--- src/hw/rtl/tfl_pkg.sv ---
`timescale 1ns / 1ps
`default_nettype none
// ----------------------------------------------------------------------------
// tfl_pkg
// Shared types and codes of the two-finger long press detector.
// ----------------------------------------------------------------------------
package tfl_pkg;

  localparam int MOVE_RADIUS_W = 13;
  localparam int HOLD_TICKS_W  = 16;
  localparam int CFG_DATA_W    = 16;
  localparam int CFG_INDEX_W   = 1;

  localparam logic [MOVE_RADIUS_W-1:0] MOVE_RADIUS_RST = 13'd20;
  localparam logic [HOLD_TICKS_W-1:0]  HOLD_TICKS_RST  = 16'd500;

  localparam logic [CFG_INDEX_W-1:0] CFG_MOVE_RADIUS = 1'b0;
  localparam logic [CFG_INDEX_W-1:0] CFG_HOLD_TICKS  = 1'b1;

  localparam logic OP_TOUCH = 1'b0;
  localparam logic OP_TICK  = 1'b1;

  localparam logic [7:0] ACT_DOWN     = 8'd0;
  localparam logic [7:0] ACT_UP       = 8'd1;
  localparam logic [7:0] ACT_MOVE     = 8'd2;
  localparam logic [7:0] ACT_PTR_DOWN = 8'd5;
  localparam logic [7:0] ACT_PTR_UP   = 8'd6;

  localparam logic [3:0] PAIR_COUNT = 4'd2;

  typedef enum logic [2:0] {
    PH_NONE     = 3'd0,
    PH_MAYBE    = 3'd1,
    PH_STARTED  = 3'd2,
    PH_UPDATED  = 3'd3,
    PH_FINISHED = 3'd4
  } phase_t;

  typedef struct packed {
    logic       operation;
    logic       ignore_request;
    logic       points_present;
    logic       inside_region;
    logic [7:0] action_code;
    logic [3:0] point_count;
  } flags_t;

  typedef struct packed {
    logic   trigger;
    phase_t gesture_phase;
  } result_t;

  typedef struct packed {
    logic [MOVE_RADIUS_W-1:0] move_radius;
    logic [HOLD_TICKS_W-1:0]  hold_ticks;
  } cfg_t;

endpackage
`default_nettype wire

--- src/hw/rtl/tfl_cfg.sv ---
`timescale 1ns / 1ps
`default_nettype none
// ----------------------------------------------------------------------------
// tfl_cfg
// Configuration registers: move radius and hold time.
// ----------------------------------------------------------------------------
module tfl_cfg (
  input  wire logic                           clk,
  input  wire logic                           rst_n,
  input  wire logic                           cfg_write_en,
  input  wire logic [tfl_pkg::CFG_INDEX_W-1:0] cfg_index,
  input  wire logic [tfl_pkg::CFG_DATA_W-1:0]  cfg_data,
  output tfl_pkg::cfg_t                       cfg
);
  import tfl_pkg::*;

  logic [MOVE_RADIUS_W-1:0] move_radius_r;
  logic [HOLD_TICKS_W-1:0]  hold_ticks_r;

  always_ff @(posedge clk) begin
    if (!rst_n) begin
      move_radius_r <= MOVE_RADIUS_RST;
      hold_ticks_r  <= HOLD_TICKS_RST;
    end else if (cfg_write_en) begin
      case (cfg_index)
        CFG_MOVE_RADIUS: move_radius_r <= cfg_data[MOVE_RADIUS_W-1:0];
        CFG_HOLD_TICKS:  hold_ticks_r  <= cfg_data[HOLD_TICKS_W-1:0];
        default: begin
        end
      endcase
    end
  end

  assign cfg.move_radius = move_radius_r;
  assign cfg.hold_ticks  = hold_ticks_r;

endmodule
`default_nettype wire

--- src/hw/rtl/tfl_in_stage.sv ---
`timescale 1ns / 1ps
`default_nettype none
// ----------------------------------------------------------------------------
// tfl_in_stage
// Input register: captures one transaction and holds it until processed.
// ----------------------------------------------------------------------------
module tfl_in_stage #(
  parameter int COORD_BITS = 12
) (
  input  wire logic                  clk,
  input  wire logic                  rst_n,
  input  wire logic                  in_valid,
  output logic                       in_stall,
  input  wire tfl_pkg::flags_t       in_flags,
  input  wire logic [COORD_BITS-1:0] in_first_x,
  input  wire logic [COORD_BITS-1:0] in_first_y,
  input  wire logic [COORD_BITS-1:0] in_second_x,
  input  wire logic [COORD_BITS-1:0] in_second_y,
  input  wire logic                  advance,
  output logic                       item_valid,
  output tfl_pkg::flags_t            item_flags,
  output logic [COORD_BITS-1:0]      item_first_x,
  output logic [COORD_BITS-1:0]      item_first_y,
  output logic [COORD_BITS-1:0]      item_second_x,
  output logic [COORD_BITS-1:0]      item_second_y
);
  import tfl_pkg::*;

  logic                  valid_r;
  logic                  valid_nxt;
  flags_t                flags_r;
  logic [COORD_BITS-1:0] first_x_r;
  logic [COORD_BITS-1:0] first_y_r;
  logic [COORD_BITS-1:0] second_x_r;
  logic [COORD_BITS-1:0] second_y_r;
  logic                  accept;

  assign in_stall = valid_r && !advance;
  assign accept   = in_valid && !in_stall;

  always_comb begin
    valid_nxt = valid_r;
    if (accept) begin
      valid_nxt = 1'b1;
    end else if (advance) begin
      valid_nxt = 1'b0;
    end
  end

  always_ff @(posedge clk) begin
    if (!rst_n) begin
      valid_r <= 1'b0;
    end else begin
      valid_r <= valid_nxt;
    end
  end

  always_ff @(posedge clk) begin
    if (accept) begin
      flags_r    <= in_flags;
      first_x_r  <= in_first_x;
      first_y_r  <= in_first_y;
      second_x_r <= in_second_x;
      second_y_r <= in_second_y;
    end
  end

  assign item_valid    = valid_r;
  assign item_flags    = flags_r;
  assign item_first_x  = first_x_r;
  assign item_first_y  = first_y_r;
  assign item_second_x = second_x_r;
  assign item_second_y = second_y_r;

endmodule
`default_nettype wire

--- src/hw/rtl/tfl_core.sv ---
`timescale 1ns / 1ps
`default_nettype none
// ----------------------------------------------------------------------------
// tfl_core
// Gesture state, anchors and hold timer; one-pass update per transaction.
// ----------------------------------------------------------------------------
module tfl_core #(
  parameter int COORD_BITS = 12,
  parameter int TIMER_BITS = 16
) (
  input  wire logic                  clk,
  input  wire logic                  rst_n,
  input  wire logic                  advance,
  input  wire tfl_pkg::cfg_t         cfg,
  input  wire tfl_pkg::flags_t       flags,
  input  wire logic [COORD_BITS-1:0] first_x,
  input  wire logic [COORD_BITS-1:0] first_y,
  input  wire logic [COORD_BITS-1:0] second_x,
  input  wire logic [COORD_BITS-1:0] second_y,
  output tfl_pkg::result_t           result
);
  import tfl_pkg::*;

  localparam int DW = COORD_BITS + 1;
  localparam int CW = (DW > MOVE_RADIUS_W) ? DW : MOVE_RADIUS_W;
  localparam int LW = (TIMER_BITS > HOLD_TICKS_W) ? TIMER_BITS : HOLD_TICKS_W;

  phase_t                phase_r, phase_nxt;
  logic [COORD_BITS-1:0] anc_fx_r, anc_fx_nxt;
  logic [COORD_BITS-1:0] anc_fy_r, anc_fy_nxt;
  logic [COORD_BITS-1:0] anc_sx_r, anc_sx_nxt;
  logic [COORD_BITS-1:0] anc_sy_r, anc_sy_nxt;
  logic                  fresh_r, fresh_nxt;
  logic                  running_r, running_nxt;
  logic [TIMER_BITS-1:0] remain_r, remain_nxt;
  logic                  trig;

  logic                  is_active;
  logic                  is_maybe;
  logic                  pair;
  logic [COORD_BITS-1:0] dfx, dfy, dsx, dsy;
  logic [DW-1:0]         d1, d2;
  logic                  too_far;
  logic [LW-1:0]         hold_wide;
  logic [LW-1:0]         tmax_wide;
  logic [TIMER_BITS-1:0] load;

  assign is_active = (phase_r == PH_STARTED) || (phase_r == PH_UPDATED);
  assign is_maybe  = (phase_r == PH_MAYBE);
  assign pair      = (flags.point_count == PAIR_COUNT);

  assign dfx = (anc_fx_r > first_x)  ? anc_fx_r - first_x  : first_x  - anc_fx_r;
  assign dfy = (anc_fy_r > first_y)  ? anc_fy_r - first_y  : first_y  - anc_fy_r;
  assign dsx = (anc_sx_r > second_x) ? anc_sx_r - second_x : second_x - anc_sx_r;
  assign dsy = (anc_sy_r > second_y) ? anc_sy_r - second_y : second_y - anc_sy_r;
  assign d1  = DW'(dfx) + DW'(dfy);
  assign d2  = DW'(dsx) + DW'(dsy);
  assign too_far = (CW'(d1) > CW'(cfg.move_radius)) || (CW'(d2) > CW'(cfg.move_radius));

  assign hold_wide = LW'(cfg.hold_ticks);
  assign tmax_wide = LW'({TIMER_BITS{1'b1}});
  assign load = (hold_wide > tmax_wide) ? TIMER_BITS'(tmax_wide) : TIMER_BITS'(hold_wide);

  // next state
  always_comb begin
    phase_nxt   = phase_r;
    anc_fx_nxt  = anc_fx_r;
    anc_fy_nxt  = anc_fy_r;
    anc_sx_nxt  = anc_sx_r;
    anc_sy_nxt  = anc_sy_r;
    fresh_nxt   = fresh_r;
    running_nxt = running_r;
    remain_nxt  = remain_r;
    trig        = 1'b0;
    if (flags.operation == OP_TICK) begin
      if (running_r) begin
        if (remain_r > TIMER_BITS'(1)) begin
          remain_nxt = remain_r - TIMER_BITS'(1);
        end else begin
          remain_nxt  = '0;
          running_nxt = 1'b0;
          if (is_maybe) begin
            phase_nxt = PH_STARTED;
            fresh_nxt = 1'b1;
            trig      = 1'b1;
          end
        end
      end
    end else if (flags.ignore_request) begin
      if (is_active) begin
        phase_nxt = PH_FINISHED;
        trig      = 1'b1;
      end else if (is_maybe) begin
        running_nxt = 1'b0;
        phase_nxt   = PH_NONE;
        anc_fx_nxt  = '0;
        anc_fy_nxt  = '0;
        anc_sx_nxt  = '0;
        anc_sy_nxt  = '0;
      end
    end else if (!flags.points_present || !flags.inside_region) begin
      if (is_active) begin
        phase_nxt = PH_FINISHED;
        trig      = 1'b1;
      end else begin
        if (is_maybe) begin
          running_nxt = 1'b0;
        end
        phase_nxt  = PH_NONE;
        anc_fx_nxt = '0;
        anc_fy_nxt = '0;
        anc_sx_nxt = '0;
        anc_sy_nxt = '0;
      end
    end else if (fresh_r || (flags.action_code == ACT_UP)) begin
      case (flags.action_code)
        ACT_DOWN, ACT_PTR_DOWN: begin
          if (pair) begin
            anc_fx_nxt  = first_x;
            anc_fy_nxt  = first_y;
            anc_sx_nxt  = second_x;
            anc_sy_nxt  = second_y;
            phase_nxt   = PH_MAYBE;
            remain_nxt  = load;
            running_nxt = 1'b1;
          end else if (is_maybe) begin
            running_nxt = 1'b0;
            phase_nxt   = PH_NONE;
            anc_fx_nxt  = '0;
            anc_fy_nxt  = '0;
            anc_sx_nxt  = '0;
            anc_sy_nxt  = '0;
            fresh_nxt   = 1'b0;
          end else if (is_active) begin
            phase_nxt = PH_FINISHED;
            fresh_nxt = 1'b0;
            trig      = 1'b1;
          end
        end
        ACT_MOVE: begin
          if (pair && too_far) begin
            fresh_nxt = 1'b0;
            if (is_active) begin
              phase_nxt = PH_FINISHED;
              trig      = 1'b1;
            end else begin
              running_nxt = 1'b0;
              phase_nxt   = PH_NONE;
              anc_fx_nxt  = '0;
              anc_fy_nxt  = '0;
              anc_sx_nxt  = '0;
              anc_sy_nxt  = '0;
            end
          end
        end
        ACT_UP: begin
          if (is_maybe) begin
            running_nxt = 1'b0;
            phase_nxt   = PH_NONE;
            anc_fx_nxt  = '0;
            anc_fy_nxt  = '0;
            anc_sx_nxt  = '0;
            anc_sy_nxt  = '0;
          end else if (is_active) begin
            phase_nxt = PH_FINISHED;
            trig      = 1'b1;
          end
          fresh_nxt = 1'b1;
        end
        ACT_PTR_UP: begin
          if (pair) begin
            if (is_maybe) begin
              fresh_nxt   = 1'b0;
              running_nxt = 1'b0;
              phase_nxt   = PH_NONE;
              anc_fx_nxt  = '0;
              anc_fy_nxt  = '0;
              anc_sx_nxt  = '0;
              anc_sy_nxt  = '0;
            end else if (is_active) begin
              phase_nxt = PH_FINISHED;
              fresh_nxt = 1'b0;
              trig      = 1'b1;
            end
          end
        end
        default: begin
        end
      endcase
    end
  end

  // result
  always_comb begin
    result.trigger       = trig;
    result.gesture_phase = phase_nxt;
  end

  always_ff @(posedge clk) begin
    if (!rst_n) begin
      phase_r   <= PH_NONE;
      anc_fx_r  <= '0;
      anc_fy_r  <= '0;
      anc_sx_r  <= '0;
      anc_sy_r  <= '0;
      fresh_r   <= 1'b1;
      running_r <= 1'b0;
      remain_r  <= '0;
    end else if (advance) begin
      phase_r   <= phase_nxt;
      anc_fx_r  <= anc_fx_nxt;
      anc_fy_r  <= anc_fy_nxt;
      anc_sx_r  <= anc_sx_nxt;
      anc_sy_r  <= anc_sy_nxt;
      fresh_r   <= fresh_nxt;
      running_r <= running_nxt;
      remain_r  <= remain_nxt;
    end
  end

  a_timer_only_when_maybe: assert property (@(posedge clk) disable iff (!rst_n)
    running_r == (phase_r == PH_MAYBE))
    else $error("hold timer state disagrees with maybe phase");

  a_start_from_timer: assert property (@(posedge clk) disable iff (!rst_n)
    (phase_r == PH_STARTED) && ($past(phase_r) != PH_STARTED) |-> $past(running_r))
    else $error("gesture started without a running hold timer");

  a_hold_when_idle: assert property (@(posedge clk) disable iff (!rst_n)
    $past(rst_n) && !$past(advance) |-> $stable(phase_r) && $stable(remain_r))
    else $error("gesture state changed without a transaction");

endmodule
`default_nettype wire

--- src/hw/rtl/tfl_out_stage.sv ---
`timescale 1ns / 1ps
`default_nettype none
// ----------------------------------------------------------------------------
// tfl_out_stage
// Result register: holds one result transaction until the sink takes it.
// ----------------------------------------------------------------------------
module tfl_out_stage (
  input  wire logic             clk,
  input  wire logic             rst_n,
  input  wire logic             advance,
  input  wire tfl_pkg::result_t result,
  output logic                  room,
  output logic                  out_valid,
  input  wire logic             out_stall,
  output tfl_pkg::result_t      out_result
);
  import tfl_pkg::*;

  logic    valid_r;
  logic    valid_nxt;
  result_t result_r;

  assign room = !valid_r || !out_stall;

  always_comb begin
    valid_nxt = valid_r;
    if (advance) begin
      valid_nxt = 1'b1;
    end else if (!out_stall) begin
      valid_nxt = 1'b0;
    end
  end

  always_ff @(posedge clk) begin
    if (!rst_n) begin
      valid_r <= 1'b0;
    end else begin
      valid_r <= valid_nxt;
    end
  end

  always_ff @(posedge clk) begin
    if (advance) begin
      result_r <= result;
    end
  end

  assign out_valid  = valid_r;
  assign out_result = result_r;

endmodule
`default_nettype wire

--- src/hw/rtl/two_finger_long_press_detector.sv ---
`timescale 1ns / 1ps
`default_nettype none
// ----------------------------------------------------------------------------
// two_finger_long_press_detector
// Two-finger long press recognizer over touch events and timer ticks.
// ----------------------------------------------------------------------------
// Takes one transaction per clock while in_stall is low and returns exactly
// one result per transaction, held first in the input register and then,
// through the gesture update, in the result register. The rate is set by the
// update of the gesture state, anchors and hold timer, which closes on itself.
// A waiting result still lets one more transaction into an empty input
// register; once that register is full, in_stall follows out_stall in the same
// cycle. Region membership arrives as a flag; the user must write configuration
// only while no transaction is in flight; the block does not enforce this.
module two_finger_long_press_detector #(
  parameter int COORD_BITS = 12,
  parameter int TIMER_BITS = 16
) (
  input  wire logic                            clk,
  input  wire logic                            rst_n,
  input  wire logic                            cfg_write_en,
  input  wire logic [tfl_pkg::CFG_INDEX_W-1:0] cfg_index,
  input  wire logic [tfl_pkg::CFG_DATA_W-1:0]  cfg_data,
  input  wire logic                            in_valid,
  output logic                                 in_stall,
  input  wire logic                            in_operation,
  input  wire logic                            in_ignore_request,
  input  wire logic                            in_points_present,
  input  wire logic                            in_inside_region,
  input  wire logic [7:0]                      in_action_code,
  input  wire logic [3:0]                      in_point_count,
  input  wire logic [COORD_BITS-1:0]           in_first_x,
  input  wire logic [COORD_BITS-1:0]           in_first_y,
  input  wire logic [COORD_BITS-1:0]           in_second_x,
  input  wire logic [COORD_BITS-1:0]           in_second_y,
  output logic                                 out_valid,
  input  wire logic                            out_stall,
  output logic                                 out_trigger,
  output logic [2:0]                           out_gesture_phase
);
  import tfl_pkg::*;

  cfg_t                  cfg;
  flags_t                in_flags;
  flags_t                item_flags;
  logic                  item_valid;
  logic [COORD_BITS-1:0] item_first_x;
  logic [COORD_BITS-1:0] item_first_y;
  logic [COORD_BITS-1:0] item_second_x;
  logic [COORD_BITS-1:0] item_second_y;
  logic                  room;
  logic                  advance;
  result_t               result;
  result_t               out_result;

  assign in_flags.operation      = in_operation;
  assign in_flags.ignore_request = in_ignore_request;
  assign in_flags.points_present = in_points_present;
  assign in_flags.inside_region  = in_inside_region;
  assign in_flags.action_code    = in_action_code;
  assign in_flags.point_count    = in_point_count;

  assign advance = item_valid && room;

  tfl_cfg u_cfg (
    .clk          (clk),
    .rst_n        (rst_n),
    .cfg_write_en (cfg_write_en),
    .cfg_index    (cfg_index),
    .cfg_data     (cfg_data),
    .cfg          (cfg)
  );

  tfl_in_stage #(
    .COORD_BITS (COORD_BITS)
  ) u_in_stage (
    .clk           (clk),
    .rst_n         (rst_n),
    .in_valid      (in_valid),
    .in_stall      (in_stall),
    .in_flags      (in_flags),
    .in_first_x    (in_first_x),
    .in_first_y    (in_first_y),
    .in_second_x   (in_second_x),
    .in_second_y   (in_second_y),
    .advance       (advance),
    .item_valid    (item_valid),
    .item_flags    (item_flags),
    .item_first_x  (item_first_x),
    .item_first_y  (item_first_y),
    .item_second_x (item_second_x),
    .item_second_y (item_second_y)
  );

  tfl_core #(
    .COORD_BITS (COORD_BITS),
    .TIMER_BITS (TIMER_BITS)
  ) u_core (
    .clk      (clk),
    .rst_n    (rst_n),
    .advance  (advance),
    .cfg      (cfg),
    .flags    (item_flags),
    .first_x  (item_first_x),
    .first_y  (item_first_y),
    .second_x (item_second_x),
    .second_y (item_second_y),
    .result   (result)
  );

  tfl_out_stage u_out_stage (
    .clk        (clk),
    .rst_n      (rst_n),
    .advance    (advance),
    .result     (result),
    .room       (room),
    .out_valid  (out_valid),
    .out_stall  (out_stall),
    .out_result (out_result)
  );

  assign out_trigger       = out_result.trigger;
  assign out_gesture_phase = 3'(out_result.gesture_phase);

endmodule
`default_nettype wire
--- config.mk ---
export PLATFORM = sky130hd
export DESIGN_NAME = two_finger_long_press_detector
export DESIGN_NICKNAME = d
export VERILOG_FILES = /design/src/hw/rtl/tfl_pkg.sv /design/src/hw/rtl/tfl_cfg.sv /design/src/hw/rtl/tfl_in_stage.sv /design/src/hw/rtl/tfl_core.sv /design/src/hw/rtl/tfl_out_stage.sv /design/src/hw/rtl/two_finger_long_press_detector.sv
export SDC_FILE = /design/constraint.sdc
export NUM_CORES = 1
export LEC_CHECK = 0
export BUFFER_PORTS_ARGS = -buffer_cell sky130_fd_sc_hd__buf_4
export CAP_MARGIN = 10
export CELL_PAD_IN_SITES_DETAIL_PLACEMENT = 1
export CELL_PAD_IN_SITES_GLOBAL_PLACEMENT = 1
export CORE_MARGIN = 3
export CORE_UTILIZATION = 51
export CTS_BUF_LIST = sky130_fd_sc_hd__clkbuf_16
export DETAILED_ROUTE_END_ITERATION = 7
export PLACE_DENSITY = 0.85
export SLEW_MARGIN = 25
export SYNTH_ARGS = -nofsm -noshare
export SYNTH_HDL_FRONTEND = slang
export SYNTH_SLANG_ARGS = --single-unit
--- constraint.sdc ---
create_clock -name clk -period 10.65 [get_ports clk]
set_clock_uncertainty 0.1 [all_clocks]
set_input_delay 0.5325 -clock clk [delete_from_list [all_inputs] [get_ports clk]]
set_output_delay 0.5325 -clock clk [all_outputs]
set_load 0.01 [all_outputs]
==> impl_metrics.py, run 1 <==
metrics = {
    "sta": {
        "relSlewSlack_pct": 36.4,
        "rsz0062_at_grt": "false",
        "hold_viol_final": 0,
        "setup_violations": 0,
        "finalSetupTns_ns": 0,
        "timing.fmax_mhz": 126,
        "period_minus_slack_ns": 7.94,
        "slew_viol_final": 0,
        "worst_slew_pin_slew_ns": 0.941,
        "period_share_pct": 74.6,
        "whs_ns": 0.154,
    },
    "clock_tree": {
        "post-cts-setup-buffers": 0,
        "cts.sinks": 168,
        "cts.path.max_buffers": 2,
        "root_buffer": "clkbuf_16",
        "cts_resized": 0,
        "hold_buffers": 0,
        "cts_buffers": 17,
        "clock_latency_ns": 0.45,
        "htreeDepth": 4,
        "clk_pin_slew_ns": 0.08,
        "tritoncts": "done",
    },
    "power_and_ir_drop": {
        "total_power_mw": 1.77,
        "ir_drop_v": 0.0000737,
        "p_leak_nw": 5.85,
        "power.density_nw_per_um2": 128,
    },
    "critical_path": {
        "crit_cells": 25,
        "rrSetupSlack_ns": 2.71,
        "critPathSlowestCell": "a41oi_4",
        "cp_data_required_time_ns": 10.93,
        "cpMostUsedCell": "ha_1",
        "worstRegToRegCells": 25,
        "crit_family": "compound AO/OA/AOI/OAI gates",
        "crit_arrival_ns": 8.22,
        "cp-end-kind": "flip-flop",
        "critPathBufInv": 2,
        "cp_slowest_stage_delay_ns": 0.76,
        "worstSetupPathType": "reg -> reg",
        "worstSetupStartpointType": "flip-flop",
        "path_max_fanout": 27,
    },
    "synth": {
        "synthSimpleGateAreaFrac_pct": 14.4,
        "synth_fp_nets": 1651,
        "post-synth-top-area-cell": "edfxtp_1",
        "synth_compound_gate_area_share_pct": 22.5,
        "ys.warnings.count": 0,
        "synth_top_family_by_area": "compound AO/OA/AOI/OAI gates",
        "synthDistinctLibCells": 78,
        "synth-xor-area-share_pct": 3.85,
        "syn_area_um2": 12300,
        "synth-seq-cells": 168,
        "synth-main-ff-cell": "dfxtp_1",
        "synthAdderAreaFrac_pct": 16.3,
        "muxShareOfSynthArea_pct": 3.00,
        "synth_top_area_share_pct": 16.6,
        "seq_area_frac_synth_pct": 32.9,
        "synth-edff-count": 68,
        "synthCells": 1411,
        "synthArstFlopShare_pct": 0,
        "synth.area.top_cells": "edfxtp_1 (17%), dfxtp_1 (16%), ha_1 (15%)",
        "syn_avg_cell_area_um2": 8.71,
    },
    "floorplanning": {
        "ios": 92,
        "start_util_pct": 52.1,
        "die_h_um": 161,
        "dieWidth_um": 161,
        "die_area_um2": 26000,
        "rows": 56,
        "core_um2": 23600,
    },
    "global_route": {
        "use_met2_pct": 46.7,
        "antenna_found_initial": 0,
        "grt_max_degree": 65,
        "grt_busiest_layer": "met2",
        "grt.overflow.total": 0,
        "met3_usage_pct": 3.80,
        "grt_pass1_vias": 11400,
        "grt_pass1_wl_mm": 56.8,
        "met1_usage_pct": 33.3,
        "grt_util_all_layers_pct": 26.5,
    },
    "cells_and_area": {
        "drive_gt1_share_pct": 10.7,
        "area_growth_pct": 12.4,
        "diodes": 0,
        "nets": 1719,
        "layoutNonFillerInstCount": 1811,
    },
    "route": {
        "route.vias.total": 10600,
        "route.detailed.drc": 0,
        "firstDrtPassIters": 5,
        "drtIter0Drc": 531,
        "ant_nets": 0,
        "via_per_inst": 5.86,
        "post_drt_wl_per_cell_um": 18.6,
        "wirelength_mm": 33.6,
    },
    "placement": {
        "dp_cells": 1779,
        "gp_congestion": 0.923,
        "dpl.hpwl_mm": 25.0,
        "numPortBuffers": 91,
    },
    "run_status": {
        "status": "finished, final reports clean",
    },
    "min_path": {
        "min_path_type": "in -> reg",
        "min_delay_path_depth": 1,
    },
    "flow_run": {
        "maxCapViolCount": 0,
    },
}
sequential cells by signal, indices dropped and copies added (netlist names), 4 cells and up:
register,count
u_cfg.hold_ticks_r,16
u_cfg.move_radius_r,13
u_in_stage.item_second_x,12
u_in_stage.item_first_y,12
u_core.anc_fy_r,12
u_core.anc_sy_r,12
u_core.remain_r,16
u_core.anc_fx_r,12
u_in_stage.item_flags,16
u_in_stage.item_second_y,12
u_out_stage.out_result,4
u_in_stage.item_first_x,12
u_core.anc_sx_r,12
per-stage QoR:
stage | util [%] | setup slack, ns | instance area [um^2]
final | 58.5 | 2.71 | 13800
after global routing | 58.5 | 1.99 | 13800
after CTS | 58.5 | 2.69 | 13800
after detailed placement | 56.0 | 2.80 | 13200
after global placement | 56.0 | 3.10 | 13200
after floorplan | - | 4.43 | 12300
layout make-up:
class,instances,area (um^2)
fillers,2810,9790
clock inverters,15,155
clock buffers,17,425
flip-flops and latches,168,4040
multi-input cells,1023,7420
inverters,170,638
well taps,319,399
repair buffers,99,743
power breakdown:
| group | internal, mW | total [mW] | switching [mW] |
|---|---|---|---|
| Combinational | 0.194 | 0.438 | 0.245 |
| Sequential | 0.692 | 0.708 | 0.0155 |
| Clock | 0.313 | 0.627 | 0.314 |
placed cells by master (no fill, tap or decap), types with 5 or more instances in the layout:
cell         n
a211oi_1    10
a21boi_0     6
a21o_1      34
a21oi_1    115
a22o_1      48
a22oi_1     10
a31oi_1     10
and3_1       6
buf_4       99
clkbuf_16   17
dfxtp_1    100
edfxtp_1    68
fa_1        10
ha_1       144
inv_1      170
mux2_2      15
mux2i_1     20
nand2_1    122
nand2b_1    12
nand3_1     20
nand4_1     15
nor2_1     100
nor2b_1     17
nor3_1      22
nor3b_1      5
nor4_1      14
o211ai_1    15
o21a_1      14
o21ai_0     63
o21bai_1    14
o22ai_1      5
o31ai_1      8
or3_1        9
xnor2_1     39
xor2_1      15
per-layer routing:
layer | wire length (um) | vias to the layer above
li1 | - | 5164
met1 | 15100 | 5208
met2 | 16700 | 187
met3 | 1080 | 62
met4 | 782 | 0
met5 | 0 | -
cell usage after synthesis (5+ instances only):
cell,n
inv_1,169
ha_1,144
nand2_1,122
a21oi_1,115
nor2_1,101
dfxtp_1,100
edfxtp_1,68
o21ai_0,63
a22o_1,48
xnor2_1,39
a21o_1,34
clkbuf_1,28
nor3_1,22
mux2i_1,20
nand3_1,20
nor2b_1,19
buf_2,17
mux2_2,15
nand4_1,15
nor4_1,15
o211ai_1,15
xor2_1,15
o21a_1,14
o21bai_1,14
nand2b_1,12
a211oi_1,10
a22oi_1,10
a31oi_1,10
fa_1,10
or3_1,9
o31ai_1,8
a21boi_0,6
and3_1,6
nor3b_1,5
o22ai_1,5
path summary, 6_finish.rpt:
kind                                                           start                                    end
worst max-delay path            u_in_stage.item_first_x[5]$_DFFE_PP_        u_core.anc_sy_r[2]$_SDFFE_PN0P_
worst min-delay path                                  in_second_y[8]  u_in_stage.item_second_y[8]$_DFFE_PP_
worst max register to register  u_in_stage.item_first_x[5]$_DFFE_PP_        u_core.anc_sy_r[2]$_SDFFE_PN0P_
worst min register to register    u_cfg.hold_ticks_r[9]$_SDFFE_PN0P_     u_cfg.hold_ticks_r[9]$_SDFFE_PN0P_
cell families after synthesis:
family,count (synthesis)
AO/OA/AOI/OAI,408
buffers and inverters,220
flip-flops,168
AND/OR/NAND/NOR,372
XOR/XNOR,54
multiplexers,35
adder cells (fa/ha/maj),154
(Power assumes the default switching activity.)
==> run 2, diff against run 1 <==
- CORE_UTILIZATION: 51 -> 47
- PLACE_DENSITY: 0.85 -> 0.79
- clock period: 10.65 -> 7.8 ns (I/O delays scaled with it)
==> impl_metrics.py, run 2 (synthesis results as in run 1) <==
metrics = {
    "run_status": {
        "status": "finished, final reports clean",
    },
    "critical_path": {
        "path_max_fanout": 21,
        "worstRegToRegCells": 28,
        "crit_start": "u_in_stage.item_first_y[0]$_DFFE_PP_",
        "crit_family": "compound AO/OA/AOI/OAI gates",
        "regToRegStartpoint": "u_in_stage.item_first_y[0]$_DFFE_PP_",
        "critPathSlowestCell": "fa_1",
        "crit_cells": 28,
        "cpMostUsedCell": "a21o_1",
        "worstSetupStartpointType": "flip-flop",
        "worstSetupPathType": "reg -> reg",
        "cp_slowest_stage_delay_ns": 0.45,
        "crit_arrival_ns": 7.52,
        "cp-end-kind": "flip-flop",
        "critPathBufInv": 3,
        "cp_data_required_time_ns": 8.08,
    },
    "sta": {
        "worst_slack_ns": 0.559,
        "rsz0062_at_grt": "false",
        "setup_violations": 0,
        "worst_slew_pin_slew_ns": 0.972,
        "period_share_pct": 92.8,
        "hold_viol_final": 0,
        "relSlewSlack_pct": 34.3,
        "finalSetupTns_ns": 0,
        "slew_viol_final": 0,
        "period_minus_slack_ns": 7.24,
        "timing.fmax_mhz": 138,
    },
    "min_path": {
        "min_from": "in_first_x[8]",
        "min_path_type": "in -> reg",
        "min_delay_path_depth": 1,
    },
    "route": {
        "route.vias.total": 10600,
        "wirelength_mm": 33.8,
        "post_drt_wl_per_cell_um": 18.5,
        "drtIter0Drc": 617,
        "route.detailed.drc": 0,
        "firstDrtPassIters": 5,
        "ant_nets": 0,
        "via_per_inst": 5.78,
    },
    "cells_and_area": {
        "fill_cells": 3054,
        "post-route-cell-area_um2": 13900,
        "layoutNonFillerInstCount": 1827,
        "area_growth_pct": 13.2,
        "drive_gt1_share_pct": 11.0,
        "final_cell_mix": "inv_1 (169), ha_1 (144), nand2_1 (122)",
        "multi_input_area_um2": 7430,
        "seqCellArea_um2": 4040,
        "nets": 1724,
        "layout_commonest_cell": "inv_1",
        "diodes": 0,
    },
    "global_route": {
        "antenna_found_initial": 0,
        "grt_max_degree": 65,
        "grt_pass1_vias": 11000,
        "grt_util_all_layers_pct": 23.8,
        "grt.overflow.total": 0,
        "grt_pass1_wl_mm": 55.5,
    },
    "placement": {
        "dp_slack_ns": 0.559,
        "numPortBuffers": 91,
        "dpl.hpwl_mm": 24.7,
        "dp_cells": 1790,
        "postPlaceCellArea_um2": 13200,
        "gp_congestion": 0.884,
    },
    "floorplanning": {
        "die_area_um2": 28100,
        "ios": 92,
        "start_util_pct": 48.3,
        "die_h_um": 168,
        "rows": 58,
        "dieWidth_um": 168,
        "core_um2": 25500,
    },
    "clock_tree": {
        "root_buffer": "clkbuf_16",
        "htreeDepth": 4,
        "cts.path.max_buffers": 2,
        "clock_latency_ns": 0.44,
        "clk_pin_slew_ns": 0.08,
        "cts_buffers": 17,
        "cts.sinks": 168,
        "tritoncts": "done",
    },
    "power_and_ir_drop": {
        "total_power_mw": 2.43,
        "power.density_nw_per_um2": 175,
        "ir_drop_v": 0.000134,
        "p_leak_nw": 5.88,
    },
    "flow_run": {
        "maxCapViolCount": 0,
    },
}
[run 2: where the power goes]
group          internal (mW)  switching, mW  total [mW]  leakage [nW]
registers              0.945         0.0209       0.966          1.47
logic                  0.267          0.336       0.603          4.12
clock network          0.433          0.430       0.863         0.288
[run 2: final timing paths]
kind	end	slack, ns
setup / recovery	u_core.anc_fx_r[5]$_SDFFE_PN0P_	0.56
hold / removal	u_in_stage.item_first_x[8]$_DFFE_PP_	0.02
setup reg to reg	u_core.anc_fx_r[5]$_SDFFE_PN0P_	0.56
hold reg to reg	u_cfg.hold_ticks_r[1]$_SDFFE_PN0P_	0.36
[run 2: timing repair]
action | in CTS | in global routing
gates resized for setup | 0 | 5
setup buffers | 0 | 0
setup endpoints to repair | 0 | 48
hold buffers | 5 | 0
endpoints found under the hold margin | 5 | 0
[run 2: cell type report]
cell class / count / share of cell area [%]
inverters: 170 / 4.59
multi-input cells: 1023 / 53.4
flip-flops and latches: 168 / 29.1
repair buffers: 104 / 5.73
clock inverters: 15 / 1.20
well taps: 330 / 2.97
clock buffers: 17 / 3.06
[run 2: metal layers]
layer / global-route usage, % / share of wire, % / up-vias
met5: 0 / 0 / -
met4: 5.76 / 1.6 / 0
met3: 3.02 / 3.1 / 38
met2: 42.5 / 50 / 190
met1: 30.5 / 45 / 5158
li1: - / - / 5181
[run 2: per-stage QoR]
| step | hold WS (ns) | utilization [%] |
|---|---|---|
| after floorplan | 0.332 | - |
| after global placement | 0.344 | 52.0 |
| after detailed placement | 0.349 | 52.0 |
| after CTS | 0.000205 | 54.5 |
| after global routing | 0.000974 | 54.6 |
| final | 0.0208 | 54.6 |
==> run 3, diff against run 2 <==
- CORE_UTILIZATION: 47 -> 43
- PLACE_DENSITY: 0.79 -> 0.76
- SKIP_LAST_GASP: not set -> 1
- clock period: 7.8 -> 6.4 ns (I/O delays scaled with it)
==> impl_metrics.py, run 3 (synthesis results as in run 1) <==
metrics = {
    "sta": {
        "relSlewSlack_pct": 34.3,
        "period_minus_slack_ns": 6.35,
        "worst_slew_pin_slew_ns": 0.971,
        "whs_ns": 0.0149,
        "setup_violations": 0,
        "timing.fmax_mhz": 157,
        "hold_viol_final": 0,
        "slew_viol_final": 0,
        "period_share_pct": 99.3,
        "rsz0062_at_grt": "true",
    },
    "power_and_ir_drop": {
        "total_power_mw": 3.15,
        "p_leak_nw": 6.74,
        "power.density_nw_per_um2": 198,
        "ir_drop_v": 0.000199,
    },
    "critical_path": {
        "critPathSlowestCell": "fa_2",
        "cp_slowest_stage_delay_ns": 0.39,
        "worstSetupPathType": "reg -> reg",
        "crit_start": "u_in_stage.item_second_y[0]$_DFFE_PP_",
        "cp-end-kind": "flip-flop",
        "path_max_fanout": 5,
        "crit_family": "compound AO/OA/AOI/OAI gates",
        "crit_arrival_ns": 6.63,
        "regToRegStartpoint": "u_in_stage.item_second_y[0]$_DFFE_PP_",
        "worstSetupStartpointType": "flip-flop",
        "critPathBufInv": 7,
        "cp_data_required_time_ns": 6.68,
    },
    "floorplanning": {
        "start_util_pct": 43.9,
        "die_area_um2": 30700,
        "dieWidth_um": 175,
        "die_h_um": 175,
        "rows": 61,
        "ios": 92,
        "core_um2": 28000,
    },
    "clock_tree": {
        "tritoncts": "done",
        "cts_buffers": 17,
        "cts.path.max_buffers": 2,
        "cts.sinks": 168,
        "clk_pin_slew_ns": 0.07,
        "clock_latency_ns": 0.45,
        "root_buffer": "clkbuf_16",
        "htreeDepth": 4,
    },
    "placement": {
        "numPortBuffers": 91,
        "postPlaceCellArea_um2": 13800,
        "gp_congestion": 0.869,
        "dpl.hpwl_mm": 25.6,
        "dp_cells": 1907,
    },
    "global_route": {
        "grt.overflow.total": 0,
        "grt_util_all_layers_pct": 23.5,
        "grt_pass1_wl_mm": 59.3,
        "grt_max_degree": 65,
        "antenna_found_initial": 0,
        "grt_pass1_vias": 11900,
    },
    "route": {
        "ant_nets": 0,
        "post_drt_wl_per_cell_um": 18.9,
        "route.detailed.drc": 0,
        "drtIter0Drc": 542,
        "firstDrtPassIters": 5,
        "via_per_inst": 5.61,
        "wirelength_mm": 38.5,
        "route.vias.total": 11400,
    },
    "min_path": {
        "min_path_type": "in -> reg",
        "min_from": "in_valid",
    },
    "cells_and_area": {
        "layoutNonFillerInstCount": 2036,
        "final_cell_mix": "buf_4 (182), inv_1 (167), ha_1 (134)",
        "diodes": 0,
        "layout_commonest_cell": "buf_4",
        "utilization_pct": 56.8,
        "drive_gt1_share_pct": 20.4,
        "fill_cells": 3248,
        "area_growth_pct": 29.4,
        "nets": 1885,
        "post-route-cell-area_um2": 15900,
    },
    "flow_run": {
        "maxCapViolCount": 0,
    },
    "run_status": {
        "status": "finished, final reports clean",
    },
}
[run 3: cell types whose count changed in the layout (fill, tap and decap cells not counted), moves of 7 or more]
cell,previous run,this run
o21ai_0,63,51
o21ai_2,1,8
dlygate4sd3_1,5,66
buf_6,1,10
ha_1,144,134
buf_4,98,182
a21oi_1,115,106
a21oi_2,0,8
[run 3: power by group]
part | switching (mW) | internal, mW | total, mW
Sequential | 0.0252 | 1.15 | 1.18
Combinational | 0.493 | 0.466 | 0.960
Clock | 0.478 | 0.538 | 1.02
[run 3: final timing paths]
| kind | endpoint | slack, ns | depth (start not counted) |
|---|---|---|---|
| worst max-delay path | u_core.anc_sy_r[10]$_SDFFE_PN0P_ | 0.05 | 31 |
| worst min-delay path | u_in_stage.item_valid$_SDFFE_PN0P_ | 0.01 | 3 |
| worst max register to register | u_core.anc_sy_r[10]$_SDFFE_PN0P_ | 0.05 | 31 |
| worst min register to register | u_cfg.hold_ticks_r[10]$_SDFFE_PN0P_ | 0.35 | 2 |
[run 3: cell type report]
cell class	instances	area [um^2]	share of cell area (%)
Multi-Input combinational cell	1023	7900	49.7
Sequential cell	168	4050	25.4
Timing Repair Buffer	265	2300	14.5
Inverter	170	638	4.01
Tap cell	378	473	2.97
Clock buffer	17	425	2.67
Clock inverter	15	125	0.786
[run 3: timing repair]
| item | CTS | global route |
|---|---|---|
| setup endpoints to repair | 57 | 57 |
| pin swaps | 5 | 99 |
| hold buffers | 66 | 0 |
| resized for setup | 37 | 94 |
| setup buffers | 5 | 22 |
| hold endpoints to repair | 66 | 0 |
| gates cloned | 1 | 4 |
[run 3: worst register-to-register path: cells and delay by family, from the launching register on]
family | cells | cell delay, ns
xor gates and xnor gates | 1 | 0.25
buffers and inverters | 7 | 0.97
AOI/OAI and AO/OA | 14 | 2.79
muxes | 1 | 0.19
and+or+nand+nor | 4 | 0.34
adders and majority gates | 4 | 1.28
DFF | 1 | 0.38
[run 3: per-layer routing]
layer  vias up  GRT usage [%]  wire [um]
li1       5509              -          -
met1      5637           29.7      16800
met2       210           41.7      19800
met3        64           3.52       1040
met4         0           6.25        944
met5         -              0          0
[run 3: through the flow]
step | worst slack, ns | TNS [ns]
2_1_floorplan | 0.185 | 0
3_3_place_gp | -0.100 | -4.04
3_5_place_dp | -0.345 | -15.96
4_1_cts | -0.00623 | -0.0244
5_1_grt | -0.281 | -12.27
6_report | 0.0471 | 0
